## src/rtl/emr_pkg.sv

```systemverilog
// ---------------------------------------------------------------------------
// emr_pkg: shared constants and types
// Field widths, command codes and the structs passed between the core and
// the top level of the midpoint ellipse rasterizer.
// ---------------------------------------------------------------------------
`default_nettype none

package emr_pkg;

  localparam int COORD_W    = 10;
  localparam int RADIUS_W   = 9;
  localparam int OUT_W      = COORD_W + 2;
  localparam int SQ_W       = 2 * RADIUS_W;
  localparam int OFFX_W     = COORD_W;
  localparam int OFFY_W     = RADIUS_W;
  localparam int TX_W       = OFFX_W + 1;
  localparam int PROD_W     = SQ_W + OFFX_W;
  localparam int SUM_W      = PROD_W + 3;
  localparam int DEC_W      = 42;
  localparam int MUL_A_W    = SQ_W + TX_W;
  localparam int MUL_B_W    = SQ_W;
  localparam int MUL_P_W    = MUL_A_W + MUL_B_W;
  localparam int IN_FIELD_W = 2 * COORD_W + 2 * RADIUS_W;
  localparam int IN_DATA_W  = ((IN_FIELD_W + 7) / 8) * 8;
  localparam int OUT_DATA_W = ((4 * OUT_W + 7) / 8) * 8;

  localparam logic CMD_START = 1'b0;
  localparam logic CMD_STEP  = 1'b1;

  typedef struct packed {
    logic                command;
    logic [COORD_W-1:0]  center_x;
    logic [COORD_W-1:0]  center_y;
    logic [RADIUS_W-1:0] radius_x;
    logic [RADIUS_W-1:0] radius_y;
  } emr_cmd_t;

  typedef struct packed {
    logic idle;
    logic emit;
    logic last;
  } emr_status_t;

  typedef struct packed {
    logic [COORD_W-1:0] cen_x;
    logic [COORD_W-1:0] cen_y;
    logic [OFFX_W-1:0]  off_x;
    logic [OFFY_W-1:0]  off_y;
  } emr_pos_t;

endpackage

`default_nettype wire

```

## src/rtl/midpoint_ellipse_rasterizer.sv

```systemverilog
// ---------------------------------------------------------------------------
// midpoint_ellipse_rasterizer: midpoint ellipse point generator
// Stream front end with an output register around the ellipse core.
// ---------------------------------------------------------------------------
// Usage:
//   Input words carry a command in in_tuser. A start word (0) loads center
//   and radii and gives no output; each step word (1) gives one output word
//   with the four mirrored coordinates, out_tlast marking the final set.
//   A step word with no ellipse running is taken and dropped.
// Sequencing:
//   A step word is answered in the next cycle from the output register.
//   The core then updates the decision term in ST_UPD1 and ST_UPD2; a step
//   that crosses into region two also runs ST_T1 to ST_T6 and ST_RND.
//   A start runs ST_SQ_X to ST_INIT, ST_T1 to ST_T6 if region one is empty,
//   and ST_RND, the multiply sequence on the single shared multiplier.
// Reset:
//   rst_n low clears the sequencer; no ellipse is running afterwards.
// Stall:
//   A waiting output word holds. in_tready is low while the core is busy,
//   and also while an output word waits and out_tready is low.
// ---------------------------------------------------------------------------
`default_nettype none

module midpoint_ellipse_rasterizer
  import emr_pkg::*;
(
  input  wire logic                  clk,
  input  wire logic                  rst_n,
  input  wire logic                  in_tvalid,
  output logic                       in_tready,
  // center_x, center_y, radius_x, radius_y, zero pad
  input  wire logic [IN_DATA_W-1:0]  in_tdata,
  // command
  input  wire logic                  in_tuser,
  output logic                       out_tvalid,
  input  wire logic                  out_tready,
  // x_plus, x_minus, y_plus, y_minus
  output logic      [OUT_DATA_W-1:0] out_tdata,
  output logic                       out_tlast
);

  emr_cmd_t                cmd;
  emr_status_t             status;
  emr_pos_t                pos;
  logic                    in_accept;

  logic                    out_valid_r, out_valid_nxt;
  logic                    out_last_r;
  logic signed [OUT_W-1:0] x_plus_r;
  logic signed [OUT_W-1:0] x_minus_r;
  logic signed [OUT_W-1:0] y_plus_r;
  logic signed [OUT_W-1:0] y_minus_r;

  assign cmd.command  = in_tuser;
  assign cmd.center_x = in_tdata[COORD_W-1:0];
  assign cmd.center_y = in_tdata[2*COORD_W-1:COORD_W];
  assign cmd.radius_x = in_tdata[2*COORD_W+RADIUS_W-1:2*COORD_W];
  assign cmd.radius_y = in_tdata[IN_FIELD_W-1:2*COORD_W+RADIUS_W];

  assign in_tready = status.idle && (!out_valid_r || out_tready);
  assign in_accept = in_tvalid && in_tready;

  emr_core u_core (
    .clk       (clk),
    .rst_n     (rst_n),
    .cmd_valid (in_accept),
    .cmd       (cmd),
    .status    (status),
    .pos       (pos)
  );

  always_comb begin
    out_valid_nxt = out_valid_r;
    if (status.emit) begin
      out_valid_nxt = 1'b1;
    end else if (out_tready) begin
      out_valid_nxt = 1'b0;
    end
  end

  always_ff @(posedge clk) begin
    if (!rst_n) begin
      out_valid_r <= 1'b0;
    end else begin
      out_valid_r <= out_valid_nxt;
    end
  end

  always_ff @(posedge clk) begin
    if (status.emit) begin
      x_plus_r   <= OUT_W'(pos.cen_x) + OUT_W'(pos.off_x);
      x_minus_r  <= OUT_W'(pos.cen_x) - OUT_W'(pos.off_x);
      y_plus_r   <= OUT_W'(pos.cen_y) + OUT_W'(pos.off_y);
      y_minus_r  <= OUT_W'(pos.cen_y) - OUT_W'(pos.off_y);
      out_last_r <= status.last;
    end
  end

  assign out_tvalid = out_valid_r;
  assign out_tlast  = out_last_r;
  assign out_tdata  = OUT_DATA_W'({y_minus_r, y_plus_r, x_minus_r, x_plus_r});

endmodule

`default_nettype wire

```

## src/rtl/emr_mul.sv

```systemverilog
// ---------------------------------------------------------------------------
// emr_mul: shared multiplier
// Unsigned multiplier with a registered product, ready in the cycle after its operands.
// ---------------------------------------------------------------------------
`default_nettype none

module emr_mul
  import emr_pkg::*;
(
  input  wire logic               clk,
  input  wire logic [MUL_A_W-1:0] mul_a,
  input  wire logic [MUL_B_W-1:0] mul_b,
  output logic      [MUL_P_W-1:0] mul_p
);

  logic [MUL_P_W-1:0] mul_p_r;

  always_ff @(posedge clk) begin
    mul_p_r <= MUL_P_W'(mul_a) * MUL_P_W'(mul_b);
  end

  assign mul_p = mul_p_r;

endmodule

`default_nettype wire

```

## src/rtl/emr_core.sv

```systemverilog
// ---------------------------------------------------------------------------
// emr_core: ellipse sequencer and datapath
// Holds the ellipse state, walks the offsets on each step word and runs the
// starting-term computations through the shared multiplier.
// ---------------------------------------------------------------------------
`default_nettype none

module emr_core
  import emr_pkg::*;
(
  input  wire logic        clk,
  input  wire logic        rst_n,
  input  wire logic        cmd_valid,
  input  wire emr_cmd_t    cmd,
  output emr_status_t      status,
  output emr_pos_t         pos
);

  typedef enum logic [13:0] {
    ST_IDLE  = 14'h0001,
    ST_SQ_X  = 14'h0002,
    ST_SQ_Y  = 14'h0004,
    ST_CROSS = 14'h0008,
    ST_INIT  = 14'h0010,
    ST_RND   = 14'h0020,
    ST_UPD1  = 14'h0040,
    ST_UPD2  = 14'h0080,
    ST_T1    = 14'h0100,
    ST_T2    = 14'h0200,
    ST_T3    = 14'h0400,
    ST_T4    = 14'h0800,
    ST_T5    = 14'h1000,
    ST_T6    = 14'h2000
  } state_t;

  state_t                    state_r, state_nxt;
  logic                      active_r, active_nxt;
  logic                      region_two_r, region_two_nxt;
  logic [COORD_W-1:0]        cen_x_r, cen_x_nxt;
  logic [COORD_W-1:0]        cen_y_r, cen_y_nxt;
  logic [RADIUS_W-1:0]       rx_r, rx_nxt;
  logic [RADIUS_W-1:0]       ry_r, ry_nxt;
  logic [SQ_W-1:0]           rad_x_sq_r, rad_x_sq_nxt;
  logic [SQ_W-1:0]           rad_y_sq_r, rad_y_sq_nxt;
  logic [OFFX_W-1:0]         off_x_r, off_x_nxt;
  logic [OFFY_W-1:0]         off_y_r, off_y_nxt;
  logic [PROD_W-1:0]         prod_x_r, prod_x_nxt;
  logic [PROD_W-1:0]         prod_y_r, prod_y_nxt;
  logic                      sel_a_r, sel_a_nxt;
  logic                      sel_b_r, sel_b_nxt;
  logic signed [SUM_W-1:0]   sum_r, sum_nxt;
  logic signed [DEC_W-1:0]   acc_r, acc_nxt;
  logic signed [DEC_W-1:0]   dec_r, dec_nxt;

  logic [MUL_A_W-1:0]        mul_a;
  logic [MUL_B_W-1:0]        mul_b;
  logic [MUL_P_W-1:0]        mul_p;

  logic                      is_idle;
  logic                      at_last;
  logic                      take_start;
  logic                      take_step;
  logic                      dec_neg;
  logic                      dec_zero;
  logic [TX_W-1:0]           tx;
  logic [OFFY_W-1:0]         ty;
  logic [PROD_W:0]           term_a;
  logic [PROD_W:0]           term_b;
  logic [SQ_W-1:0]           term_c;
  logic [1:0]                rnd_add;
  logic signed [DEC_W-1:0]   rnd_sum;

  emr_mul u_mul (
    .clk   (clk),
    .mul_a (mul_a),
    .mul_b (mul_b),
    .mul_p (mul_p)
  );

  assign is_idle    = (state_r == ST_IDLE);
  assign at_last    = region_two_r && (off_y_r == '0);
  assign take_start = cmd_valid && (cmd.command == CMD_START);
  assign take_step  = cmd_valid && (cmd.command == CMD_STEP) && active_r;
  assign dec_neg    = dec_r[DEC_W-1];
  assign dec_zero   = (dec_r == '0);
  assign tx         = {off_x_r, 1'b1};
  assign ty         = (off_y_r != '0) ? off_y_r - OFFY_W'(1) : OFFY_W'(1);
  assign term_a     = sel_a_r ? {prod_x_r, 1'b0} : '0;
  assign term_b     = sel_b_r ? {prod_y_r, 1'b0} : '0;
  assign term_c     = region_two_r ? rad_x_sq_r : rad_y_sq_r;
  assign rnd_add    = acc_r[DEC_W-1] ? 2'd1 : 2'd2;
  assign rnd_sum    = acc_r + DEC_W'(rnd_add);

  assign status.idle = is_idle;
  assign status.emit = take_step;
  assign status.last = at_last;

  assign pos.cen_x = cen_x_r;
  assign pos.cen_y = cen_y_r;
  assign pos.off_x = off_x_r;
  assign pos.off_y = off_y_r;

  always_comb begin
    state_nxt      = state_r;
    active_nxt     = active_r;
    region_two_nxt = region_two_r;
    cen_x_nxt      = cen_x_r;
    cen_y_nxt      = cen_y_r;
    rx_nxt         = rx_r;
    ry_nxt         = ry_r;
    rad_x_sq_nxt   = rad_x_sq_r;
    rad_y_sq_nxt   = rad_y_sq_r;
    off_x_nxt      = off_x_r;
    off_y_nxt      = off_y_r;
    prod_x_nxt     = prod_x_r;
    prod_y_nxt     = prod_y_r;
    sel_a_nxt      = sel_a_r;
    sel_b_nxt      = sel_b_r;
    sum_nxt        = sum_r;
    acc_nxt        = acc_r;
    dec_nxt        = dec_r;
    mul_a          = MUL_A_W'(rx_r);
    mul_b          = MUL_B_W'(rx_r);

    case (state_r)
      ST_IDLE: begin
        if (take_start) begin
          cen_x_nxt      = cmd.center_x;
          cen_y_nxt      = cmd.center_y;
          rx_nxt         = cmd.radius_x;
          ry_nxt         = cmd.radius_y;
          off_x_nxt      = '0;
          off_y_nxt      = cmd.radius_y;
          prod_x_nxt     = '0;
          active_nxt     = 1'b1;
          region_two_nxt = 1'b0;
          state_nxt      = ST_SQ_X;
        end else if (take_step) begin
          if (at_last) begin
            active_nxt = 1'b0;
          end else begin
            state_nxt = ST_UPD1;
            if (!region_two_r) begin
              off_x_nxt  = off_x_r + OFFX_W'(1);
              prod_x_nxt = prod_x_r + PROD_W'(rad_y_sq_r);
              sel_a_nxt  = 1'b1;
              sel_b_nxt  = !dec_neg;
              if (!dec_neg) begin
                off_y_nxt  = off_y_r - OFFY_W'(1);
                prod_y_nxt = prod_y_r - PROD_W'(rad_x_sq_r);
              end
            end else begin
              off_y_nxt  = off_y_r - OFFY_W'(1);
              prod_y_nxt = prod_y_r - PROD_W'(rad_x_sq_r);
              sel_b_nxt  = 1'b1;
              sel_a_nxt  = dec_neg || dec_zero;
              if (dec_neg || dec_zero) begin
                off_x_nxt  = off_x_r + OFFX_W'(1);
                prod_x_nxt = prod_x_r + PROD_W'(rad_y_sq_r);
              end
            end
          end
        end
      end
      ST_SQ_X: begin
        mul_a     = MUL_A_W'(rx_r);
        mul_b     = MUL_B_W'(rx_r);
        state_nxt = ST_SQ_Y;
      end
      ST_SQ_Y: begin
        rad_x_sq_nxt = mul_p[SQ_W-1:0];
        mul_a        = MUL_A_W'(ry_r);
        mul_b        = MUL_B_W'(ry_r);
        state_nxt    = ST_CROSS;
      end
      ST_CROSS: begin
        rad_y_sq_nxt = mul_p[SQ_W-1:0];
        mul_a        = MUL_A_W'(rad_x_sq_r);
        mul_b        = MUL_B_W'(ry_r);
        state_nxt    = ST_INIT;
      end
      ST_INIT: begin
        prod_y_nxt = mul_p[PROD_W-1:0];
        if (mul_p[PROD_W-1:0] != '0) begin
          acc_nxt   = (DEC_W'(rad_y_sq_r) << 2) + DEC_W'(rad_x_sq_r)
                      - (DEC_W'(mul_p[PROD_W-1:0]) << 2);
          state_nxt = ST_RND;
        end else begin
          state_nxt = ST_T1;
        end
      end
      ST_UPD1: begin
        sum_nxt   = SUM_W'(term_a) + SUM_W'(term_c) - SUM_W'(term_b);
        state_nxt = ST_UPD2;
      end
      ST_UPD2: begin
        dec_nxt = dec_r + {{(DEC_W-SUM_W){sum_r[SUM_W-1]}}, sum_r};
        if (!region_two_r && !(prod_x_r < prod_y_r)) begin
          state_nxt = ST_T1;
        end else begin
          state_nxt = ST_IDLE;
        end
      end
      ST_T1: begin
        mul_a     = MUL_A_W'(rad_y_sq_r);
        mul_b     = MUL_B_W'(tx);
        state_nxt = ST_T2;
      end
      ST_T2: begin
        mul_a     = mul_p[MUL_A_W-1:0];
        mul_b     = MUL_B_W'(tx);
        state_nxt = ST_T3;
      end
      ST_T3: begin
        acc_nxt   = mul_p[DEC_W-1:0];
        mul_a     = MUL_A_W'(rad_x_sq_r);
        mul_b     = MUL_B_W'(ty);
        state_nxt = ST_T4;
      end
      ST_T4: begin
        mul_a     = mul_p[MUL_A_W-1:0];
        mul_b     = MUL_B_W'(ty);
        state_nxt = ST_T5;
      end
      ST_T5: begin
        acc_nxt   = acc_r + (mul_p[DEC_W-1:0] << 2);
        mul_a     = MUL_A_W'(rad_x_sq_r);
        mul_b     = rad_y_sq_r;
        state_nxt = ST_T6;
      end
      ST_T6: begin
        acc_nxt        = acc_r - (mul_p[DEC_W-1:0] << 2);
        region_two_nxt = 1'b1;
        state_nxt      = ST_RND;
      end
      ST_RND: begin
        dec_nxt   = rnd_sum >>> 2;
        state_nxt = ST_IDLE;
      end
      default: begin
        state_nxt = ST_IDLE;
      end
    endcase
  end

  always_ff @(posedge clk) begin
    if (!rst_n) begin
      state_r      <= ST_IDLE;
      active_r     <= 1'b0;
      region_two_r <= 1'b0;
    end else begin
      state_r      <= state_nxt;
      active_r     <= active_nxt;
      region_two_r <= region_two_nxt;
    end
  end

  always_ff @(posedge clk) begin
    cen_x_r    <= cen_x_nxt;
    cen_y_r    <= cen_y_nxt;
    rx_r       <= rx_nxt;
    ry_r       <= ry_nxt;
    rad_x_sq_r <= rad_x_sq_nxt;
    rad_y_sq_r <= rad_y_sq_nxt;
    off_x_r    <= off_x_nxt;
    off_y_r    <= off_y_nxt;
    prod_x_r   <= prod_x_nxt;
    prod_y_r   <= prod_y_nxt;
    sel_a_r    <= sel_a_nxt;
    sel_b_r    <= sel_b_nxt;
    sum_r      <= sum_nxt;
    acc_r      <= acc_nxt;
    dec_r      <= dec_nxt;
  end

`ifndef SYNTHESIS
  a_step_busy: assert property (@(posedge clk) disable iff (!rst_n)
    (take_step && !at_last) |=> (state_r == ST_UPD1))
    else $error("step word did not start the decision update");

  a_region_one_order: assert property (@(posedge clk) disable iff (!rst_n)
    (is_idle && active_r && !region_two_r) |-> (prod_x_r < prod_y_r))
    else $error("idle in region one past the region boundary");

  a_off_y_down: assert property (@(posedge clk) disable iff (!rst_n)
    (active_r && !take_start) |=> (off_y_r <= $past(off_y_r)))
    else $error("vertical offset grew without a start word");

  a_region_sticky: assert property (@(posedge clk) disable iff (!rst_n)
    (region_two_r && !take_start) |=> region_two_r)
    else $error("region two dropped without a start word");
`endif

endmodule

`default_nettype wire

```

## config.mk

```make
export PLATFORM = sky130hd
export DESIGN_NAME = midpoint_ellipse_rasterizer
export DESIGN_NICKNAME = d
export VERILOG_FILES = /design/src/rtl/emr_pkg.sv /design/src/rtl/midpoint_ellipse_rasterizer.sv /design/src/rtl/emr_mul.sv /design/src/rtl/emr_core.sv
export SDC_FILE = /design/constraint.sdc
export NUM_CORES = 2
export LEC_CHECK = 0
export ABC_AREA = 0
export BUFFER_PORTS_ARGS = -buffer_cell sky130_fd_sc_hd__buf_4
export CAP_MARGIN = 20
export CORE_AREA = 5 5 298 300
export CTS_BUF_LIST = sky130_fd_sc_hd__clkbuf_4
export DETAILED_ROUTE_END_ITERATION = 8
export DIE_AREA = 0 0 303 305
export HOLD_SLACK_MARGIN = 0.12
export PLACE_DENSITY = 0.77
export SYNTH_ARGS = -nofsm -noshare
export SYNTH_HDL_FRONTEND = slang
export SYNTH_SLANG_ARGS = --single-unit
```

## constraint.sdc

```tcl
create_clock -name clk -period 12.1 [get_ports clk]
set_clock_uncertainty 0.2 [all_clocks]
set_input_delay 3.63 -clock clk [delete_from_list [all_inputs] [get_ports clk]]
set_output_delay 3.63 -clock clk [all_outputs]
set_load 0.03 [all_outputs]
```

# [Word-level counts from Yosys, hierarchy flattened]
# Index checks and enable logic that the tools add are counted.
[totals] inputBits=45 out_inout_bits=51 register_bits=374 word_cells=151
[op_classes] n_reduce_logical=38 n_lt_le_gt_ge=1 add_sub_neg=16 n_bitwise=3 mul=1 mux=42 n_eq_ne=25
[ops] op="28-bit two-way mux" count=9
[ops] op="14-bit case mux with 13 select lines" count=1
[ops] op="42-bit case mux with 4 select lines" count=1
[ops] op="29-bit case mux with 4 select lines" count=1
[ops] op="42-bit adder" count=2
[ops] op="42-bit case mux with 2 select lines" count=1
[ops] op="9-bit two-way mux" count=8
[ops] op="18-bit case mux with 4 select lines" count=1
[ops] op="29-bit two-way mux" count=2
[ops] op="28-bit case mux with 2 select lines" count=1
[ops] op="42-bit by 2-bit adder with 42-bit output" count=1
[ops] op="42-bit logical NOT" count=1
[ops] op="29-bit by 18-bit multiplier with 42-bit output" count=1
[ops] op="14-bit two-way mux" count=3
[ops] op="42-bit two-way mux" count=1
[ops] op="42-bit subtractor" count=1
[ops] op="10-bit two-way mux" count=4
[ops] op="21-bit by 30-bit subtractor with 31-bit output" count=1
[ops] op="31-bit by 29-bit subtractor with 31-bit output" count=1
[ops] op="29-bit by 18-bit adder with 30-bit output" count=1
[ops] op="28-bit by 18-bit adder with 28-bit output" count=1
[ops] op="28-bit < comparator" count=1
[ops] op="28-bit nonzero test" count=1
[ops] op="28-bit by 18-bit subtractor with 28-bit output" count=1
[ops] op="43 further kinds" count=80

# [Depth between registers and ports, before layout]
[logic_depth] ltp_word=9 ltp_mapped=37 ltp_nobuf=34

# [By module]
# A second synthesis with hierarchy kept.
[unflattened] cells_unflattened=5017 area_unflattened_um2=44996.9
[modules_own_cells] module="emr_core" instances=1 cells_per_inst=2700 area_each_um2=24249.5
[modules_own_cells] module="emr_mul" instances=1 cells_per_inst=2008 area_each_um2=17571.9
[modules_own_cells] module="midpoint_ellipse_rasterizer" instances=1 cells_per_inst=309 area_each_um2=3175.5

# [Least setup slack after synthesis]
# No wires, ideal clock.
[synth_timing] path_kind="register -> register" startpoint="register u_core.state_r[8]" endpoint="register u_core.u_mul.mul_p_r[40] (netlist: u_core.u_mul.mul_p[40])" required_ns=11.777 path_stages_with_launch=28 arrival_ns=8.444 slack_ns=3.333 synth_period_minus_slack_ns=8.767 path_cell_list="dfxtp_1 > buf_2 > nor4_1 > nand4_1 > nor2_1 > a222oi_1 > a21boi_0 > and2_1 > clkbuf_1 > nor2_1 > fa_1 > fa_1 > fa_1 > fa_1 > fa_1 > inv_1 > fa_1 > inv_1 > ha_1 > and3_1 > and3_1 > and3_1 > a221o_1 > o41a_1 > and4_1 > a2111oi_4 > a21oi_1 > xor2_1"
[synth_between] elab_chain_cells=4 elab_cells_between_ends=15 cone_classes="1 x mul; 7 x eq/ne; 2 x mux; 5 x reduce/logical"
[synth_lines] element="start: declaration" line="emr_core.sv:36" source="state_t state_r, state_nxt;"
[synth_lines] element="start signal: assignment" line="emr_core.sv:252" source="state_r <= state_nxt;"
[synth_lines] element="14-bit by 4-bit == test with 1-bit output (tied with other cells)" line="emr_core.sv:125" source="case (state_r)"
[synth_lines] element="3-bit OR reduction (no line) or 2-bit OR reduction (tied branches)"
[synth_lines] element="29-bit case mux with 4 select lines or 18-bit case mux with 4 select lines (tied branches)" line="emr_core.sv:125"
[synth_lines] element="29-bit by 18-bit multiplier with 42-bit output (*)" line="emr_mul.sv:19" source="mul_p_r <= MUL_P_W'(mul_a) * MUL_P_W'(mul_b);"
[synth_lines] element="end signal: assignment" line="emr_mul.sv:19"
[synth_lines] element="end: declaration" line="emr_mul.sv:16" source="logic [MUL_P_W-1:0] mul_p_r;"
# Every way passes the cells marked *; elsewhere a longest branch is shown, timed or not.
# A chain may end at the register's enable or synchronous reset.

# [Worst setup path in the final report]
[layout_timing] startpoint="register u_core.state_r[13]" endpoint="register u_core.u_mul.mul_p_r[40] (netlist: u_core.u_mul.mul_p[40])"
# Same word-level chain as after synthesis.

==> results.yml <==
global_routing:
  grt_remaining_overflow: 0
  first_global_vias: 34550
  grt_pass1_wl_um: 188500
  antenna_found_initial: 4
  grt_start_max_net_pins: 77
  grt_use_total: 0.2589
synth:
  yosysSeqAreaShare: 0.2469
  yosys.area.top_type: "edfxtp_1"
  yosysWarningCount: 0
  syn_avg_cell_area_sq_um: 9.081
  yosys-top-cells-count: "inv_1 (677), nand2_1 (530), fa_1 (450)"
  synth_flop_cell: "edfxtp_1"
  async_reset_ff_frac: 0
  netlist_instances: 4666
  synth_top_area_frac: 0.2190
  synth.most_common_cell: "inv_1"
  synth_edf_count: 309
  synth_seq_cells: 368
  syn_area_sq_um: 42370
  ys_types: 100
  synth.area.top_cells: "edfxtp_1 (22%), fa_1 (21%), ha_1 (10%), inv_1 (6.0%), nand2_1 (4.7%)"
timing:
  tns_ns: 0
  period_needed_ns: 10.58
  slew_violations: 0
  setup_ws_ns: 1.522
  final-setup-viol-count: 0
  max-slew-margin-rel: 0.2100
  rsz0062_at_grt: "no"
  fmax_mhz: 94.53
  fin_worst_hold_slack_ns: 0.3401
  worstMarginPinSlew_ns: 1.166
  timing.final.crit_share: 0.8742
  hold_violations: 0
setup_path:
  critPathSlowestCell: "and4b_1"
  cpPeakStageDelay_ns: 0.95
  end_kind: "flop"
  reg2reg_to: "u_core.u_mul.mul_p[40]"
  cp_data_required_time_ns: 12.67
  worstReg2RegStart: "u_core.state_r[13]"
  crit_top_cell: "fa_1"
  crit_arrival_ns: 11.15
  rrSetupSlack_ns: 1.52
  path_class: "flop to flop"
  crit_start: "u_core.state_r[13]"
  cp_max_fo: 23
  cp-start-kind: "flop"
  reg2regPathDepth: 29
die:
  die_w_um: 303
  pin_count: 96
  rows: 108
  core_sq_um: 85940
  die_h_um: 305
  initial_core_util: 0.4930
  die-area_sq_um: 92420
routing:
  first_iter_violations: 3724
  vias: 34570
  drc: 7
  viasPerCell: 5.716
  first_pass_iters: 9
  ant_nets: 0
  wl_per_cell_um: 19.95
  routed_wl_um: 120600
cts:
  clk_latency_ns: 0.94
  clock_path_buffers: 3
  hold_buffers: 0
  htreeDepth: 3
  post_cts_buffers: 0
  worst_setup_hold_path_clk_slew_ns: 0.07
  root_buffer: "clkbuf_4"
  cts_tree: "yes"
  ctsResizeCount: 0
  cts_sinks: 368
  cts-buffers-inserted: 102
min_path:
  min_to: "u_core.active_r"
  worstHoldPathCells: 2
  hold_path.class: "flop to flop"
  hold_start: "u_core.active_r"
power_and_ir_drop:
  p_leak_nw: 20.81
  ir_worst_vdd_v: 0.0001060
  powerDensity_nw_per_um2: 116.8
placed_design:
  dp_hpwl_um: 95720
  gp_congestion: 0.9793
  place_area_sq_um: 44440
  dp.cells: 5858
  portBuffers: 91
  pre_cts_ws_ns: 1.698
layout:
  instances_no_fill: 6048
  nets: 5651
  drive_above_1_share: 0.07445
  multi_input_area_sq_um: 29030
  area_growth_pct: 8.112
  seq_area_sq_um: 10460
  fillers: 7693
  final_area_sq_um: 45810
outcome:
  status: "finished with violations"
  failed_checks: "DRC"
flow_run:
  drv_cap: 0
## layer usage
layer	part of all wire	track usage	up-vias	routed length, um
li1	-	-	15790	-
met1	0.41	0.3535	16840	49050
met2	0.45	0.4004	1634	54300
met3	0.10	0.06115	311	12240
met4	0.042	0.1022	0	5062
met5	0	0	-	0
## registers in the layout, indices dropped and copies added, names as in the netlist, 10 cells and up
register,count
u_core.acc_r,42
u_core.cen_x_r,10
u_core.cen_y_r,10
u_core.dec_r,42
u_core.off_x_r,10
u_core.prod_x_r,28
u_core.prod_y_r,28
u_core.rad_x_sq_r,18
u_core.rad_y_sq_r,18
u_core.state_r,14
u_core.sum_r,31
u_core.u_mul.mul_p,42
x_minus_r,11
x_plus_r,10
y_minus_r,11
y_plus_r,10
## per-stage QoR
stage	utilization	power (mW)
after floorplan	-	3.458
after global placement	0.5170	4.044
after detailed placement	0.5170	4.099
after CTS	0.5327	5.331
after global routing	0.5330	5.726
final	0.5330	5.350
## layout by cell type, fill, tap and decap left out, types with 153 or more instances in the layout
cell	Yosys	layout
edfxtp_1	309	309
nand2_1	530	530
nor2_1	429	426
a21oi_1	254	253
inv_1	677	676
o21ai_0	220	218
ha_1	348	348
xnor2_1	213	213
fa_1	450	450
clkbuf_4	0	153
## worst max-delay path: cells and delay by family, from the launching register on
family	cells	cell delay, ns
fa+ha+maj	7	3.39
xor+xnor	1	0.15
buf+inv	4	0.21
simple gates	11	4.24
flops	1	0.35
compound gates	6	1.89
## power breakdown
group          internal, mW  total (mW)  switching, mW
combinational          1.03        2.46           1.43
sequential             1.54        1.68          0.138
clock                 0.621        1.21          0.588
## area by class of cell
cell class	count	area share
tap	1155	0.03155
inverter	678	0.05556
clock inverter	32	0.004343
sequential	368	0.2283
multi-input combinational	3529	0.6336
clock buffer	153	0.02507
antenna	4	0.0002185
timing repair buffer	129	0.02130
## cell families (layout without fill, tap and decap cells)
family,count (synthesis),after routing,synth area share
AND/OR/NAND/NOR,1443,1443,0.1578
adder cells (fa/ha/maj),798,798,0.3154
flip-flops,368,368,0.2469
other,2,68,0.0001772
AO/OA/AOI/OAI,875,875,0.1321
XOR/XNOR,343,343,0.07090
buffers and inverters,831,992,0.07533
multiplexers,6,6,0.001506
## worst max path at each step
| stage | end | slack (ns) | cells past startpoint |
|---|---|---|---|
| CTS | u_core.u_mul.mul_p[40] | 1.68 | 30 |
| global placement | u_core.u_mul.mul_p[40] | 1.86 | 28 |
| finish | u_core.u_mul.mul_p[40] | 1.52 | 29 |
| global route | u_core.u_mul.mul_p[40] | 1.09 | 29 |
| detailed placement | u_core.u_mul.mul_p[40] | 1.70 | 29 |
| floorplan | u_core.u_mul.mul_p[40] | 3.33 | 27 |
No activity file was read; power rests on OpenSTA's default activity.
